[config.mk]
export PLATFORM = sky130hd
export DESIGN_NAME = calendar_date_add_days_core
export DESIGN_NICKNAME = d
export VERILOG_FILES = /design/src/hw/rtl/cdad_pkg.sv /design/src/hw/rtl/cdad_dp.sv /design/src/hw/rtl/cdad_ctrl.sv /design/src/hw/rtl/calendar_date_add_days_core.sv
export SDC_FILE = /design/constraint.sdc
export NUM_CORES = 1
export LEC_CHECK = 0
export BUFFER_PORTS_ARGS = -buffer_cell sky130_fd_sc_hd__buf_4
export CAP_MARGIN = 5
export CORE_AREA = 3 3 114 116
export CTS_BUF_LIST = sky130_fd_sc_hd__clkbuf_4
export CTS_CLUSTER_DIAMETER = 30
export DETAILED_ROUTE_END_ITERATION = 8
export DIE_AREA = 0 0 117 119
export GPL_TIMING_DRIVEN = 1
export HOLD_SLACK_MARGIN = 0.05
export PLACE_DENSITY = 0.88
export SETUP_SLACK_MARGIN = 0.1
export SKIP_CTS_REPAIR_TIMING = 1
export SLEW_MARGIN = 20
export SYNTH_ARGS = -nofsm -noshare
export SYNTH_HDL_FRONTEND = slang
export SYNTH_HIERARCHICAL = 1
export SYNTH_SLANG_ARGS = --single-unit
[constraint.sdc]
create_clock -name clk -period 8.3 [get_ports clk]
set_input_delay 0.415 -clock clk [delete_from_list [all_inputs] [get_ports clk]]
set_output_delay 0.415 -clock clk [all_outputs]
set_load 0.01 [all_outputs]
[src/hw/rtl/cdad_pkg.sv]
// Shared types, constants and calendar helper functions for the date adder.
// Used by cdad_ctrl, cdad_dp and calendar_date_add_days_core.
`timescale 1ns / 1ps
`default_nettype none

package cdad_pkg;

  localparam int unsigned DAY_W      = 5;
  localparam int unsigned MONTH_W    = 4;
  localparam int unsigned YEAR_W     = 14;
  // Internal year register: holds any reachable year up to the largest limit.
  localparam int unsigned YEAR_REG_W = 16;
  localparam int unsigned PROD_W     = 27;

  typedef logic [DAY_W-1:0]      day_t;
  typedef logic [MONTH_W-1:0]    month_t;
  typedef logic [YEAR_W-1:0]     year_t;
  typedef logic [YEAR_REG_W-1:0] year_reg_t;
  typedef logic [PROD_W-1:0]     prod_t;

  // Year divided by 100 through a reciprocal that never overestimates,
  // followed by a single correction step.
  localparam logic [12:0] DIV100_MUL   = 13'd5242;
  localparam int unsigned DIV100_SHIFT = 19;
  localparam logic [13:0] CENTURY      = 14'd100;
  localparam logic [6:0]  LAST_YR100   = 7'd99;

  localparam month_t MONTH_JAN = 4'd1;
  localparam month_t MONTH_FEB = 4'd2;
  localparam month_t MONTH_APR = 4'd4;
  localparam month_t MONTH_JUN = 4'd6;
  localparam month_t MONTH_SEP = 4'd9;
  localparam month_t MONTH_NOV = 4'd11;
  localparam month_t MONTH_DEC = 4'd12;

  localparam day_t DAYS_28 = 5'd28;
  localparam day_t DAYS_29 = 5'd29;
  localparam day_t DAYS_30 = 5'd30;
  localparam day_t DAYS_31 = 5'd31;
  localparam day_t FIRST_DAY = 5'd1;

  typedef struct packed {
    logic load;   // capture a new request
    logic mul;    // start the year / 100 reduction
    logic div;    // finish the reduction
    logic check;  // latch the validity of the start date
    logic step;   // advance by one month, or add the last days
    logic emit;   // move the result into the output register
  } cmd_t;

  typedef struct packed {
    logic invalid;  // start date is not a valid date
    logic last;     // the current step finishes the walk
  } status_t;

  // Leap rule from the year within its century and the century modulo 4.
  function automatic logic leap_year(input logic [6:0] yr100, input logic [1:0] cent4);
    logic leap;
    leap = ((yr100[1:0] == 2'd0) && (yr100 != 7'd0)) ||
           ((yr100 == 7'd0) && (cent4 == 2'd0));
    return leap;
  endfunction

  function automatic day_t month_length(input month_t m, input logic leap);
    day_t len;
    case (m) inside
      MONTH_APR, MONTH_JUN, MONTH_SEP, MONTH_NOV: len = DAYS_30;
      MONTH_FEB: len = leap ? DAYS_29 : DAYS_28;
      default:   len = DAYS_31;
    endcase
    return len;
  endfunction

endpackage

`default_nettype wire

[src/hw/rtl/cdad_dp.sv]
// Datapath of the date adder: date, remaining day count, century tracking
// and the output register. Depends on cdad_pkg; driven by cdad_ctrl commands.
`timescale 1ns / 1ps
`default_nettype none

module cdad_dp #(
  parameter int unsigned DAYS_WIDTH = 16,
  parameter int unsigned YEAR_LIMIT = 9999
) (
  input  wire                        clk,
  input  wire cdad_pkg::cmd_t        cmd,
  output cdad_pkg::status_t          sts,
  input  wire cdad_pkg::day_t        start_day,
  input  wire cdad_pkg::month_t      start_month,
  input  wire cdad_pkg::year_t       start_year,
  input  wire [DAYS_WIDTH-1:0]       days_to_add,
  output cdad_pkg::day_t             new_day,
  output cdad_pkg::month_t           new_month,
  output cdad_pkg::year_t            new_year,
  output logic                       overflowed,
  output logic                       input_invalid
);

  localparam cdad_pkg::year_reg_t LIMIT = cdad_pkg::year_reg_t'(YEAR_LIMIT);

  cdad_pkg::day_t      d;
  cdad_pkg::month_t    m;
  cdad_pkg::year_reg_t y;
  logic [DAYS_WIDTH-1:0] n;
  cdad_pkg::prod_t     prod;
  logic [6:0]          yr100;
  logic [1:0]          cent4;
  logic                ovf;
  logic                inv;

  logic                leap;
  cdad_pkg::day_t      mlen;
  cdad_pkg::day_t      left;
  logic [5:0]          step_len;
  logic                fits;
  logic                sat;
  logic [7:0]          q_est;
  logic [13:0]         r_wide;
  logic [7:0]          r_est;

  always_comb begin
    leap     = cdad_pkg::leap_year(yr100, cent4);
    mlen     = cdad_pkg::month_length(m, leap);
    left     = mlen - d;
    step_len = {1'b0, left} + 6'd1;
    fits     = n <= DAYS_WIDTH'(left);
    sat      = (m == cdad_pkg::MONTH_DEC) && (y >= LIMIT);
    sts.last = fits || sat;
    sts.invalid = (m == 4'd0) || (m > cdad_pkg::MONTH_DEC) || (y > LIMIT) ||
                  (d == 5'd0) || (d > mlen);
    q_est  = prod[cdad_pkg::PROD_W-1:cdad_pkg::DIV100_SHIFT];
    r_wide = y[13:0] - 14'(q_est) * cdad_pkg::CENTURY;
    r_est  = r_wide[7:0];
  end

  always_ff @(posedge clk) begin
    if (cmd.load) begin
      d   <= start_day;
      m   <= start_month;
      y   <= cdad_pkg::year_reg_t'(start_year);
      n   <= days_to_add;
      ovf <= 1'b0;
    end
    if (cmd.mul) begin
      prod <= cdad_pkg::prod_t'(y[13:0]) * cdad_pkg::prod_t'(cdad_pkg::DIV100_MUL);
    end
    if (cmd.div) begin
      // The estimate is the true quotient or one less.
      if (r_est >= 8'(cdad_pkg::CENTURY)) begin
        yr100 <= 7'(r_est - 8'(cdad_pkg::CENTURY));
        cent4 <= q_est[1:0] + 2'd1;
      end else begin
        yr100 <= r_est[6:0];
        cent4 <= q_est[1:0];
      end
    end
    if (cmd.check) begin
      inv <= sts.invalid;
    end
    if (cmd.step) begin
      if (fits) begin
        d <= d + n[4:0];
      end else begin
        n <= n - DAYS_WIDTH'(step_len);
        if (m == cdad_pkg::MONTH_DEC) begin
          if (sat) begin
            d   <= cdad_pkg::DAYS_31;
            y   <= LIMIT;
            ovf <= 1'b1;
          end else begin
            d <= cdad_pkg::FIRST_DAY;
            m <= cdad_pkg::MONTH_JAN;
            y <= y + 16'd1;
            if (yr100 == cdad_pkg::LAST_YR100) begin
              yr100 <= 7'd0;
              cent4 <= cent4 + 2'd1;
            end else begin
              yr100 <= yr100 + 7'd1;
            end
          end
        end else begin
          d <= cdad_pkg::FIRST_DAY;
          m <= m + 4'd1;
        end
      end
    end
    if (cmd.emit) begin
      new_day       <= d;
      new_month     <= m;
      new_year      <= y[13:0];
      overflowed    <= ovf;
      input_invalid <= inv;
    end
  end

endmodule

`default_nettype wire

[src/hw/rtl/cdad_ctrl.sv]
// Controller of the date adder: sequences setup, the month walk and the
// output handshake. Depends on cdad_pkg; commands cdad_dp.
`timescale 1ns / 1ps
`default_nettype none

module cdad_ctrl (
  input  wire                    clk,
  input  wire                    rst,
  input  wire                    in_valid,
  output logic                   in_ready,
  output logic                   out_valid,
  input  wire                    out_ready,
  output cdad_pkg::cmd_t         cmd,
  input  wire cdad_pkg::status_t sts
);

  typedef enum logic [5:0] {
    ST_IDLE   = 6'b000001,
    ST_MUL    = 6'b000010,
    ST_DIV    = 6'b000100,
    ST_CHECK  = 6'b001000,
    ST_STEP   = 6'b010000,
    ST_FINISH = 6'b100000
  } state_t;

  state_t state;
  state_t state_next;
  logic   out_free;

  always_comb begin
    out_free   = !out_valid || out_ready;
    in_ready   = (state == ST_IDLE);
    cmd        = '0;
    state_next = state;
    unique case (state)
      ST_IDLE: begin
        if (in_valid) begin
          cmd.load   = 1'b1;
          state_next = ST_MUL;
        end
      end
      ST_MUL: begin
        cmd.mul    = 1'b1;
        state_next = ST_DIV;
      end
      ST_DIV: begin
        cmd.div    = 1'b1;
        state_next = ST_CHECK;
      end
      ST_CHECK: begin
        cmd.check  = 1'b1;
        state_next = sts.invalid ? ST_FINISH : ST_STEP;
      end
      ST_STEP: begin
        cmd.step = 1'b1;
        if (sts.last) begin
          state_next = ST_FINISH;
        end
      end
      ST_FINISH: begin
        if (out_free) begin
          cmd.emit   = 1'b1;
          state_next = ST_IDLE;
        end
      end
      default: state_next = ST_IDLE;
    endcase
  end

  always_ff @(posedge clk) begin
    if (rst) begin
      state     <= ST_IDLE;
      out_valid <= 1'b0;
    end else begin
      state <= state_next;
      if (cmd.emit) begin
        out_valid <= 1'b1;
      end else if (out_ready) begin
        out_valid <= 1'b0;
      end
    end
  end

endmodule

`default_nettype wire

[src/hw/rtl/calendar_date_add_days_core.sv]
// Top level of the Gregorian date adder: controller plus datapath.
// Depends on cdad_pkg, cdad_ctrl and cdad_dp.
//
//   Channel  Handshake               Payload
//   in       in_valid / in_ready     start_day, start_month, start_year, days_to_add
//   out      out_valid / out_ready   new_day, new_month, new_year, overflowed,
//                                    input_invalid
//
// A request passes the MUL, DIV and CHECK setup states, then walks month by month
// in ST_STEP through the single month-step unit and emits in ST_FINISH.
// An invalid start date skips the walk. Reset is synchronous and clears only
// control state. A new request is taken while the previous result waits in
// the output register; a stalled output holds the controller in ST_FINISH.
`timescale 1ns / 1ps
`default_nettype none

module calendar_date_add_days_core #(
  parameter int unsigned DAYS_WIDTH = 16,
  parameter int unsigned YEAR_LIMIT = 9999
) (
  input  wire                   clk,
  input  wire                   rst,
  input  wire                   in_valid,
  output logic                  in_ready,
  input  wire cdad_pkg::day_t   start_day,
  input  wire cdad_pkg::month_t start_month,
  input  wire cdad_pkg::year_t  start_year,
  input  wire [DAYS_WIDTH-1:0]  days_to_add,
  output logic                  out_valid,
  input  wire                   out_ready,
  output cdad_pkg::day_t        new_day,
  output cdad_pkg::month_t      new_month,
  output cdad_pkg::year_t       new_year,
  output logic                  overflowed,
  output logic                  input_invalid
);

  cdad_pkg::cmd_t    cmd;
  cdad_pkg::status_t sts;

  cdad_ctrl u_ctrl (
    .clk       (clk),
    .rst       (rst),
    .in_valid  (in_valid),
    .in_ready  (in_ready),
    .out_valid (out_valid),
    .out_ready (out_ready),
    .cmd       (cmd),
    .sts       (sts)
  );

  cdad_dp #(
    .DAYS_WIDTH (DAYS_WIDTH),
    .YEAR_LIMIT (YEAR_LIMIT)
  ) u_dp (
    .clk           (clk),
    .cmd           (cmd),
    .sts           (sts),
    .start_day     (start_day),
    .start_month   (start_month),
    .start_year    (start_year),
    .days_to_add   (days_to_add),
    .new_day       (new_day),
    .new_month     (new_month),
    .new_year      (new_year),
    .overflowed    (overflowed),
    .input_invalid (input_invalid)
  );

endmodule

`default_nettype wire
==> results of run 1 <==
==> registers in the layout, indices dropped and copies added, names as in the netlist <==
signal / flops
u_dp/n: 16
u_dp/y: 16
u_dp/new_year: 14
u_dp/yr100: 7
u_ctrl/state: 6
u_dp/prod: 6
u_dp/d: 5
u_dp/new_day: 5
u_dp/m: 4
u_dp/new_month: 4
u_dp/cent4: 2
u_ctrl/out_valid: 1
u_dp/input_invalid: 1
u_dp/inv: 1
u_dp/overflowed: 1
u_dp/ovf: 1
==> synth_stat cells, drive strengths merged, types with 12 or more instances <==
cell type,instances,area [µm²]
nand3,22,115
nand2,49,184
dfxtp,53,1060
ha,127,1590
o21ai,43,215
nor2,50,193
buf,13,85.1
xnor2,29,262
nor3,13,65.1
fa,54,1080
inv,143,537
mux2i,12,120
edfxtp,37,1110
a21oi,52,272
and3,16,105
==> layer usage <==
| metal | vias to the layer above | wire length [µm] | track usage (%) |
|---|---|---|---|
| met3 | 51 | 1440 | 5.18 |
| li1 | 3140 | - | - |
| met5 | - | 0 | 0 |
| met2 | 340 | 9450 | 46.3 |
| met1 | 3159 | 8180 | 40.0 |
| met4 | 0 | 563 | 10.8 |
==> final timing paths <==
path	to	start	depth (start not counted)	slack, ps
max	u_dp/y[4]	u_dp/m[0]	16	3380
min	u_ctrl/out_valid	rst	2	150
max reg2reg	u_dp/y[4]	u_dp/m[0]	16	3380
min reg2reg	u_dp/input_invalid	u_dp/inv	0	460
==> kinds of logic after synthesis <==
family / share of synthesized area (%)
simple gates: 13.3
fa+ha+maj: 32.6
compound gates: 14.6
buf+inv: 7.88
flops: 26.5
xor+xnor: 3.62
mux: 1.47
==> area by class of cell <==
cell class	count	area [µm²]
clock inverter	6	65.1
multi-input combinational	616	5370
inverter	143	537
antenna	1	2.50
timing repair buffer	73	548
tap	147	184
fill	857	3060
clock buffer	10	75.1
sequential	90	2170
==> cells in the final DEF, fill, tap and decap left out, drive strengths merged, types with 22 or more instances in the layout <==
cell type and instances:
inv 144, ha 127, buf 73, fa 54
dfxtp 53, a21oi 52, nor2 50, nand2 49
o21ai 43, edfxtp 37, xnor2 29, nand3 22
==> critical path, cell delays in order (launching register included) <==
cell and delay (ps):
dfxtp_1 480, inv_1 140, ha_1 300, nor2_1 130
o221ai_1 130, ha_1 230, fa_1 410, nand3_1 140
xnor2_1 80, ha_1 420, and4b_1 250, o21ai_0 140
a21oi_2 330, o21a_1 730, a21oi_1 440, o21ai_0 240
o311ai_0 150
==> through the flow <==
step                hold WS (ps)  util [%]  setup WS (ps)  cells  area (µm²)
finish                       146      74.6           3380   1086        8960
global route                 124      74.6           3040   1086        8960
CTS                          124      74.5           3450   1085        8950
detailed placement           412      73.4           3470   1069        8810
global placement             404      73.4           3590   1069        8810
floorplan                    400         -           3860    868        8180
==> reports/results.ini, run 1 <==
[min_path]
min_path_type = primary input to flip-flop

[global_route]
grt_remaining_overflow = 0
grt_max_degree = 26
antenna_found_initial = 1
grt_pass1_vias = 6606
gr-usage-all-layers_pct = 29.2
grt_first_pass_wirelength_um = 31900

[yosys]
yosys_register_bits = 90
synth_edf_count = 37
synth_fp_nets = 1092
yosys_most_used_dff = dfxtp_1
synth_cell_types = 74
yosys_warnings = 6
syn-instance-count = 868
ys_seq_area_share_pct = 26.5
synthesis.area_mm2 = 0.00818
async_flop_share_pct = 0
synth_area_per_cell_um2 = 9.43

[placement]
numPortBuffers = 69
place_congestion = 0.924
dp_hpwl_um = 15800

[drt]
postRouteAntennaNets = 0
drcViolationCount = 0
first_pass_iters = 5
num_vias = 6690
wirelength_um = 19600
viasPerCell = 6.16
drt_iter0_markers = 805
wl_per_cell_um = 18.1

[cts]
cts_sinks = 90
numCtsBuffers = 9
tritoncts = yes
h-tree-depth = 3
cts.clk_slew.worst_paths_ps = 140
cts_buffer_depth = 2
clock_latency_ps = 470
cts.root.buffer_cell = clkbuf_4

[floorplanning]
die_area_mm2 = 0.0139
num_rows = 40
die_y_um = 119
io_pins = 70
initial_core_util_pct = 68.1
fp.dieW_um = 117
core-area_mm2 = 0.0120

[setup_path]
arrival_ps = 5210
required_ps = 8590
crit_fanout = 22
critical_path.startpoint_type = flip-flop
path_class = flip-flop to flip-flop
crit_path_end_kind = flip-flop

[timing]
max_slew_margin_pct = 36.6
setup_tns_ps = 0
period_share_pct = 59.3
worst_slew_pin_slew_ps = 951
setup_viol = 0
fmax_ghz = 0.203
drv_slew = 0
skew_ps = 34.5
period_needed_ps = 4920
rsz0062_at_grt = false
finalHoldViolations = 0

[finish]
drive_gt1_share_pct = 12.3
areaGrowthSynthToFinish_pct = 9.47
nNetsFinal = 1157

[status]
run_status = complete, no violations

[flow_run]
cap_violations = 0

Power of run 1 is not shown: default switching activity piles up to over one toggle a cycle in this logic, so the estimate is an artifact.
==> run 2: changes to the inputs <==
--- a/config.mk
+++ b/config.mk
@@ -7,14 +7,14 @@
 export LEC_CHECK = 0
 export BUFFER_PORTS_ARGS = -buffer_cell sky130_fd_sc_hd__buf_4
 export CAP_MARGIN = 5
-export CORE_AREA = 3 3 114 116
+export CORE_AREA = 3 3 118 120
 export CTS_BUF_LIST = sky130_fd_sc_hd__clkbuf_4
 export CTS_CLUSTER_DIAMETER = 30
 export DETAILED_ROUTE_END_ITERATION = 8
-export DIE_AREA = 0 0 117 119
+export DIE_AREA = 0 0 121 123
 export GPL_TIMING_DRIVEN = 1
 export HOLD_SLACK_MARGIN = 0.05
-export PLACE_DENSITY = 0.88
+export PLACE_DENSITY = 0.83
 export SETUP_SLACK_MARGIN = 0.1
 export SKIP_CTS_REPAIR_TIMING = 1
 export SLEW_MARGIN = 20
==> constraint.sdc (replaced) <==
create_clock -name clk -period 5.05 [get_ports clk]
set_input_delay 0.2525 -clock clk [delete_from_list [all_inputs] [get_ports clk]]
set_output_delay 0.2525 -clock clk [all_outputs]
set_load 0.01 [all_outputs]
==> run 2 against run 1 <==
Compared with the run above: worst setup slack got worse by 3000 ps; highest routed layer unchanged; sequential share of layout area decreased by 1.0 points; register-to-register slack got worse by 3000 ps; largest cell class unchanged.
==> reports/results.ini, run 2 (synthesis results as in run 1) <==
[floorplanning]
die_y_um = 123
die_area_mm2 = 0.0149
initial_core_util_pct = 62.5
core-area_mm2 = 0.0131
num_rows = 42
fp.dieW_um = 121
io_pins = 70

[setup_path]
r2r_cells = 17
cp-startpoint = u_dp/y[1]
path_cells = inv_1 -> fa_1 -> inv_1 -> ha_1 -> inv_1 -> fa_1 -> inv_1 -> ha_1 -> fa_1 -> ha_1 -> a211oi_1 -> o31a_1 -> o21ai_0 -> and4_1 -> o31a_1 -> nor2_1 -> xnor2_1
timing.critical_path.buf_inv = 4
crit_fanout = 8
cp_top_family = adder cells
reg2reg_to = u_dp/prod[23]
rr_startpoint = u_dp/y[1]
crit_path_end_kind = flip-flop
arrival_ps = 4890
cp_slowest_cell = dfxtp_1
path_depth = 17
critPathCapture = u_dp/prod[23]
critical_path.startpoint_type = flip-flop
path_class = flip-flop to flip-flop
path_common_cell = inv_1
ff2ff_setup_slack_ps = 400
crit_path_max_incr_delay_ps = 550
required_ps = 5290

[global_route]
grt_first_pass_wirelength_um = 30000
gr-usage-all-layers_pct = 25.4
antenna_found_initial = 0
grt_remaining_overflow = 0
grt_max_degree = 26
grt_pass1_vias = 6155

[min_path]
min_path_type = primary input to flip-flop
hold_start = start_month[1]

[finish]
nNetsFinal = 1195
drive_gt1_share_pct = 13.4
mostFrequentLayoutCell = inv_1
largestRegisters = u_dp/n (16), u_dp/y (16), u_dp/new_year (14)
mostFrequentLayoutCells = 143 x inv_1, 127 x ha_1, 86 x buf_4
areaGrowthSynthToFinish_pct = 14.5
fin_util_pct = 71.6

[drt]
dr_wl_met2_um = 9020
first_pass_iters = 5
wirelength_um = 19100
top_layer = met4
wl_per_cell_um = 16.5
drcViolationCount = 0
postRouteAntennaNets = 0
wl_met3_um = 1200
drt_iter0_markers = 605
num_vias = 6680
viasPerCell = 5.79
route.layer.met1.wl_um = 8500

[timing]
rsz0062_at_grt = false
period_share_pct = 92.1
worst_slew_pin_slew_ps = 808
fmax_ghz = 0.215
setup_tns_ps = 0
period_needed_ps = 4650
skew_ps = 27.1
finalHoldViolations = 0
setup_viol = 0
max_slew_margin_pct = 46.0
drv_slew = 0

[cts]
cts.root.buffer_cell = clkbuf_4
cts_buffer_depth = 2
cts_sinks = 90
tritoncts = yes
clock_latency_ps = 490
h-tree-depth = 3
numCtsBuffers = 9
cts.clk_slew.worst_paths_ps = 150

[status]
run_status = complete, no violations

[placement]
place_congestion = 0.905
numPortBuffers = 69
dp_hpwl_um = 15100

[flow_run]
cap_violations = 0

run 2: per-layer routing:
metal	GRT usage [%]	vias up
met5	0	-
met4	8.29	0
met3	3.84	30
met2	40.2	218
met1	36.2	3221
li1	-	3211
run 2: worst min path at each step:
| stage | end | cells after the start |
|---|---|---|
| 6_report | u_dp/m[1] | 3 |
| 5_1_grt | u_dp/m[1] | 3 |
| 4_1_cts | u_ctrl/out_valid | 2 |
| 3_5_place_dp | u_dp/input_invalid | 0 |
| 3_3_place_gp | u_dp/input_invalid | 0 |
| 2_1_floorplan | u_ctrl/out_valid | 1 |
run 2: cell type report:
type / count / area, µm²
antenna: 1 / 2.50
fill: 954 / 3720
tap: 176 / 220
sequential: 90 / 2180
multi-input combinational: 616 / 5370
timing repair buffer: 111 / 896
clock inverter: 7 / 92.6
inverter: 143 / 537
clock buffer: 9 / 67.6
run 2: worst register-to-register path, delay by kind of cell, from the launching register on:
family | cells | cell delay, ps
DFF | 1 | 550
adders and majority gates | 6 | 2180
AOI/OAI and AO/OA | 4 | 880
xor gates and xnor gates | 1 | 70
and+or+nand+nor | 2 | 400
buffers and inverters | 4 | 330
run 2: per-stage QoR:
stage          cell area [µm²]  worst slack, ps  hold WS [ps]  std cells
2_1_floorplan             8180              613           322        868
3_3_place_gp              8950              488           408       1111
3_5_place_dp              8950              377           413       1111
4_1_cts                   9110              326         -78.7       1127
5_1_grt                   9360              160          50.4       1152
6_report                  9360              397          47.2       1153
Power of run 2 is left out for the same reason.
